===== src/rtl/core/wfst_pkg.sv =====
// ----------------------------------------------------------------------------
// wfst_pkg
// Shared constants and types for the weighted fifo sum tree block.
// ----------------------------------------------------------------------------
`default_nettype none

package wfst_pkg;

    localparam int DEF_CAPACITY    = 256;
    localparam int DEF_TAG_BITS    = 32;
    localparam int DEF_WEIGHT_BITS = 16;

    // cells examined per scan cycle of a query
    localparam int SCAN_GROUP = 16;

    localparam int ACTION_W = 2;
    localparam int TAG_W    = 32;
    localparam int WEIGHT_W = 16;
    localparam int VALUE_W  = 24;
    localparam int AMOUNT_W = 24;
    localparam int TOTAL_W  = 24;
    localparam int COUNT_W  = 9;
    localparam int STATUS_W = 2;

    localparam logic [ACTION_W-1:0] ACT_APPEND = 2'd0;
    localparam logic [ACTION_W-1:0] ACT_QUERY  = 2'd1;
    localparam logic [ACTION_W-1:0] ACT_POP    = 2'd2;

    localparam logic [STATUS_W-1:0] ST_OK     = 2'd0;
    localparam logic [STATUS_W-1:0] ST_FULL   = 2'd1;
    localparam logic [STATUS_W-1:0] ST_EMPTY  = 2'd2;
    localparam logic [STATUS_W-1:0] ST_BEYOND = 2'd3;

    typedef struct packed {
        logic append;
        logic pop;
    } wfst_cell_ctl_t;

endpackage

`default_nettype wire


===== src/rtl/core/wfst_cell.sv =====
// ----------------------------------------------------------------------------
// wfst_cell
// One entry slot: tag plus start and stop of its cumulative weight span.
// Shifts from its upper neighbor on pop, loads on append at its own index.
// ----------------------------------------------------------------------------
`default_nettype none

module wfst_cell
    import wfst_pkg::*;
#(
    parameter int INDEX    = 0,
    parameter int TAG_BITS = DEF_TAG_BITS,
    parameter int POS_BITS = 24,
    parameter int CNT_BITS = 9
)(
    input  wire logic                clk,
    input  wire wfst_cell_ctl_t      ctl,
    input  wire logic [CNT_BITS-1:0] count,
    input  wire logic [TAG_BITS-1:0] wr_tag,
    input  wire logic [POS_BITS-1:0] wr_start,
    input  wire logic [POS_BITS-1:0] wr_stop,
    input  wire logic [POS_BITS-1:0] pop_amount,
    input  wire logic [POS_BITS-1:0] query_pos,
    input  wire logic [TAG_BITS-1:0] nb_tag,
    input  wire logic [POS_BITS-1:0] nb_start,
    input  wire logic [POS_BITS-1:0] nb_stop,
    output logic      [TAG_BITS-1:0] tag,
    output logic      [POS_BITS-1:0] start_pos,
    output logic      [POS_BITS-1:0] stop_pos,
    output logic      [TAG_BITS-1:0] hit_tag,
    output logic      [POS_BITS-1:0] hit_start
);

    localparam logic [CNT_BITS-1:0] MY_INDEX = CNT_BITS'(INDEX);

    logic [TAG_BITS-1:0] tag_reg,   tag_next;
    logic [POS_BITS-1:0] start_reg, start_next;
    logic [POS_BITS-1:0] stop_reg,  stop_next;
    logic                hit;

    always_comb
    begin
        tag_next   = tag_reg;
        start_next = start_reg;
        stop_next  = stop_reg;
        if (ctl.pop)
        begin
            tag_next   = nb_tag;
            start_next = nb_start - pop_amount;
            stop_next  = nb_stop - pop_amount;
        end
        else if (ctl.append && (count == MY_INDEX))
        begin
            tag_next   = wr_tag;
            start_next = wr_start;
            stop_next  = wr_stop;
        end
    end

    always_ff @(posedge clk)
    begin
        tag_reg   <= tag_next;
        start_reg <= start_next;
        stop_reg  <= stop_next;
    end

    // zero-width spans never match
    assign hit = (MY_INDEX < count) && (query_pos >= start_reg) && (query_pos < stop_reg);

    assign tag       = tag_reg;
    assign start_pos = start_reg;
    assign stop_pos  = stop_reg;
    assign hit_tag   = hit ? tag_reg : '0;
    assign hit_start = hit ? start_reg : '0;

endmodule

`default_nettype wire


===== config.mk =====
export PLATFORM = sky130hd
export DESIGN_NAME = wfst_cell
export DESIGN_NICKNAME = d
export VERILOG_FILES = /design/src/rtl/core/wfst_pkg.sv /design/src/rtl/core/wfst_cell.sv
export SDC_FILE = /design/constraint.sdc
export NUM_CORES = 1
export LEC_CHECK = 0
export BUFFER_PORTS_ARGS = -buffer_cell sky130_fd_sc_hd__buf_2
export CORE_MARGIN = 2
export CORE_UTILIZATION = 35
export DETAILED_ROUTE_END_ITERATION = 16
export MAX_ROUTING_LAYER = met4
export PLACE_DENSITY = 0.74
export SETUP_SLACK_MARGIN = 0.5
export SLEW_MARGIN = 0
export SYNTH_ARGS = -nofsm -noshare
export SYNTH_HDL_FRONTEND = slang
export SYNTH_SLANG_ARGS = --single-unit

===== constraint.sdc =====
create_clock -name clk -period 8.4 [get_ports clk]
set_input_delay 0.84 -clock clk [delete_from_list [all_inputs] [get_ports clk]]
set_output_delay 0.84 -clock clk [all_outputs]
set_load 0.01 [all_outputs]

Yosys cells after proc, flatten, opt, wreduce, memory -nomap -nowiden. Index checks and enable logic that the tools add are counted.

Logic and storage cells: 21. Bits of input ports: 220. Output and inout port bits: 136. Register bits after elaboration: 80.

Mux-type cells: 8. Reduce and logical (&&, ||, !) cells: 5. Add/subtract/negate cells: 2. Magnitude comparators: 3.

Operator list (number): two-way mux 24 bit (5); two-way mux 32 bit (3); subtractor 24 bit (2); greater-or-equal comparator 24 bit (1); less-than comparator 24 bit (1); zero test 9 bit (1); less-than comparator 1 x 9 -> 1 bit (first input constant) (1); logical AND 1 bit (3); nonzero test 2 bit (1).

Depth between registers and ports, before layout.
Depth after elaboration: 4. Gate-level depth with buffers: 11. Depth with buffers taken out: 10.

Worst setup path before layout. OpenSTA, ideal clock, no wires.

Kind: in2reg. Start point: in count[6]. End point: reg start_reg[0], in the netlist start_pos[0] (enable). Setup time: 0.629 ns. Slack: 0.930 ns. Buffers on the path: 0. Data required time: 7.771 ns. Arrival time: 6.841 ns. Stages on the path: 3. Cell sequence: nor4_1 nand3_1 o21ai_0.

Cells in the longest elaborated chain, start to end: 3.

Ends and longest elaborated chain: start, declared (line wfst_cell.sv:18) `input wire logic [CNT_BITS-1:0] count,`; zero test 9 bit (line wfst_cell.sv:52) `else if (ctl.append && (count == MY_INDEX))`; logical AND 1 bit (line wfst_cell.sv:52); nonzero test 2 bit (no line); end signal, assigned (line wfst_cell.sv:63) `start_reg <= start_next;`; end, declared (line wfst_cell.sv:37) `logic [POS_BITS-1:0] start_reg, start_next;`.

No other way between the ends. A chain may end at the register's enable or synchronous reset.

Worst setup path in the final report.
Start point: in query_pos[13]. End point: out hit_start[10].

Cells in the longest elaborated chain, start to end: 4.

Ends and longest elaborated chain: start, declared (line wfst_cell.sv:23) `input wire logic [POS_BITS-1:0] query_pos,`; greater-or-equal comparator 24 bit (line wfst_cell.sv:68) `assign hit = (MY_INDEX < count) && (query_pos >= start_reg) && (query_pos < stop_reg);`; logical AND 1 bit (line wfst_cell.sv:68); logical AND 1 bit (*) (line wfst_cell.sv:68); two-way mux 24 bit (*) (line wfst_cell.sv:74) `assign hit_start = hit ? start_reg : '0;`; end, declared (line wfst_cell.sv:31) `output logic [POS_BITS-1:0] hit_start`.

Every way passes the cells marked *; elsewhere a longest branch is shown, timed or not.

==> results <==
- The flow ran to the end, and the final reports show no timing, DRC or antenna violations.
- The achievable frequency is 231 MHz.
- The net count of the finished layout is 1,501.
- The area enclosed by the die boundary is 0.0235 mm2.
- The worst-case setup margin in the final layout is 4.07 ns.
- The number of fill cells is 2,172.
- Traced cell by cell, the critical path runs through buf_2 -> ha_1 -> a21o_1 -> a21oi_1 -> nor2b_1 -> o21ai_0 -> o2111a_2 -> nand2_1 -> nor3_2 -> buf_2.
- The number of distinct standard cells referenced by the synthesized netlist is 64.
- For this design, the slowest cell found on the critical path is o2111a_2.
- Summed over all cells, the static leakage comes to 5.14 nW.
- Of the post-synthesis cell area, the dominant cell type holds 30.7%.
- The required time at the endpoint of the critical path is 7.56 ns.
- The residual overflow from global routing is 0.
- The number of synthesized flops with an enable pin is 80.
- Across the VDD grid, the largest voltage drop is 0.0854 mV.
- Among all flip-flop cells after synthesis, the most frequent one is edfxtp_1.
- The vias per cell is 5.05.
- The power density of the placed cells is 155 mW/mm2.
- The starting density of the core is 35.7%.
- Setup repair after global routing left no endpoint under its margin.
- The synthesized netlist occupies a cell area of 0.00781 mm2.
- The number of I/O pins is 356.
- The share of post-route cells with drive strength above 1 is 40.9%.
- The number of design-rule violations left by the first detailed-router iteration is 458.
- The number of buffers created by CTS is 9.
- For this design, the sink count on the clock tree is 80.
- The library cell used most frequently in the layout, excluding fill and tap cells, is buf_2.
- The floorplan step defined a core boundary enclosing 0.0219 mm2.
- Subtracting the final worst setup slack from the clock period gives 4.33 ns.
- In this run the deepest clock path goes through 2 buffers.
- The critical path is of the in -> out type.
- The die boundary width is 153 um.
- The routability congestion estimate is 0.926.
- The final number of setup-violating endpoints is 0.
- The total vias in the final route is 7,480.
- The tool flagged a number of max-cap violations equal to 0.
- In this run the tightest slew margin relative to its limit is 25.7%.
- The met2 wirelength from detailed routing is 13.1 mm.
- The placed wire-length estimate is 21.7 mm.
- The share of flip-flops with an asynchronous set or reset after synthesis is 0%.
- The cell that appears most often on the critical path is buf_2.
- The number of design rule violations left after detail routing is 0.
- The post-CTS setup-driven buffer insertion count is 0.
- At the pin with the least slew margin, the transition time is 1.11 ns.
- The data arrival time of the critical path is 3.49 ns.
- The pre-CTS setup slack is 4.05 ns.
- The critical path capture point type is a primary output.
- The count of yosys warnings during synthesis is 0.
- Post-CTS repair changed the size of 0 cells.
- The highest fanout seen on the critical path is 56.
- Dividing the detail-routed wire length by the instance count gives 17.6 um.
- The pin count of the biggest net entering global routing is 57.
- Detailed routing placed a total of 1.26 mm of wire on met3.
- The sum of negative setup slack is 0 ns.
- The all-layer global routing usage is 21.9%.
- The global-route wire length before repair is 39.2 mm.
- The number of cells produced by synthesis is 848.
- The TritonCTS clock tree is yes.
- The number of placed instances with taps included is 1,455.
- The register with the most flip-flops in the layout has 32 of them.
- After floorplanning, the core was divided into 54 placement rows.
- After synthesis, flip-flops and latches occupy 30.7% of the total area.
- The number of detailed-routing iterations run before antenna repair is 5.
- The cell taking the most area after synthesis is edfxtp_1.
- The peak per-stage delay on the critical path is 0.94 ns.
- The number of antenna violations at the first check in global routing is 9.
- For this design, the CTS-stage hold fixing added 0 buffers.
- The number of synthesized register bits is 80.
- The tree is rooted in a clkbuf_16.
- After clock tree synthesis, the clock-pin slew on the worst setup and hold paths is 0.07 ns.
- The number of H-tree levels is 3.
- After detailed routing, the total wire length is 26.0 mm.
- The count of cells in the finished layout, fillers not included, comes to 1,480.
- The detailed router put a total of 11.0 mm of wire on met1.
- After layout, the worst path uses 51.5% of the clock period.
- The die is 153 um tall.
- The via count of the first global-routing pass is 7,357.
- The average footprint of a synthesized cell is 9.21 um2.
- The final-report hold violation count came to 0.
- In the layout the commonest cells are 354 x buf_2, 109 x nand2_1, 93 x ha_1, 83 x inv_1, 80 x edfxtp_1.
- The worst min-delay path category is in -> reg.
- The number of buffer cells added on primary ports is 355.
- The max-slew violation count came to 0.
- By area the synthesized netlist is led by edfxtp_1 31%, ha_1 15%, mux2_2 8.1%, nand2_1 5.2%, nor3_2 5.1%.
- The final antenna-violating net count is 0.
- The uppermost signal routing layer after detailed routing is met4.
- The number of nets in the synthesized netlist is 1,163.
- The area added between synthesis and finish is 30.2%.
- STA classifies the critical path startpoint as an input port.
[cell usage after synthesis (3+ instances only)]
cell	number
o211ai_1	11
nand2_1	109
buf_1	4
buf_6	5
o21ai_1	4
or2_2	3
and3_1	4
nand4_1	8
xnor2_1	15
nor2_1	36
o21ai_0	25
a31oi_1	7
o21a_1	10
or3_1	3
a21o_1	38
buf_4	4
o311ai_1	3
mux2_2	56
a211oi_1	4
clkbuf_1	17
nor2b_1	6
nand3_1	16
nand2b_1	10
ha_1	93
a21oi_1	52
xor2_1	18
nor3_2	40
o31ai_1	7
a211o_1	5
edfxtp_1	80
inv_1	83
buf_2	3
nor4_1	3
o21bai_1	3
nor3_1	24
[power by group]
part,total [mW],switching [mW],leakage [nW],internal [mW]
logic,0.628,0.358,4.20,0.270
registers,0.539,0.0393,0.783,0.499
clock network,0.408,0.171,0.153,0.237
total,1.57,0.568,5.14,1.01
[routing by layer]
metal  global-route usage (%)  up-vias
li1                         -     3761
met1                     25.8     3409
met2                     38.2      272
met3                     2.86       38
met4                     7.99        0
met5                        -        -
[per-stage QoR]
step | total power, mW | util, % | hold slack [ns] | area [um2]
floorplan | 0.940 | - | 1.03 | 7810
global placement | 1.16 | 45.0 | 1.14 | 9840
detailed placement | 1.17 | 45.0 | 1.15 | 9840
CTS | 1.59 | 46.4 | 0.792 | 10200
global route | 1.68 | 46.5 | 0.794 | 10200
finish | 1.57 | 46.5 | 0.800 | 10200
[critical path, delay by kind of cell]
kind	cells	cell delay [ns]
AND/OR/NAND/NOR	3	0.49
adder cells (fa/ha/maj)	1	0.30
AO/OA/AOI/OAI	4	1.53
buffers and inverters	2	0.29
[area by class of cell]
| type | count | area, um2 | area share [%] |
|---|---|---|---|
| multi-input combinational | 652 | 4960 | 48.8 |
| sequential | 80 | 2400 | 23.6 |
| timing repair buffer | 360 | 1820 | 17.9 |
| tap | 280 | 350 | 3.44 |
| inverter | 83 | 312 | 3.06 |
| clock buffer | 9 | 225 | 2.21 |
| clock inverter | 7 | 85.1 | 0.836 |
| antenna | 9 | 22.5 | 0.221 |
[worst paths after layout]
check | start | endpoint | depth (start not counted)
max | query_pos[13] | hit_start[10] | 10
min | wr_stop[6] | stop_pos[6] | 3
[cell families after synthesis]
family | after synthesis | share of synthesized area (%)
simple gates | 273 | 18.7
compound gates | 194 | 16.9
buf+inv | 116 | 6.29
fa+ha+maj | 95 | 15.4
flops | 80 | 30.7
mux | 57 | 8.26
xor+xnor | 33 | 3.70
Note: power is estimated with default switching activity, not from simulation.
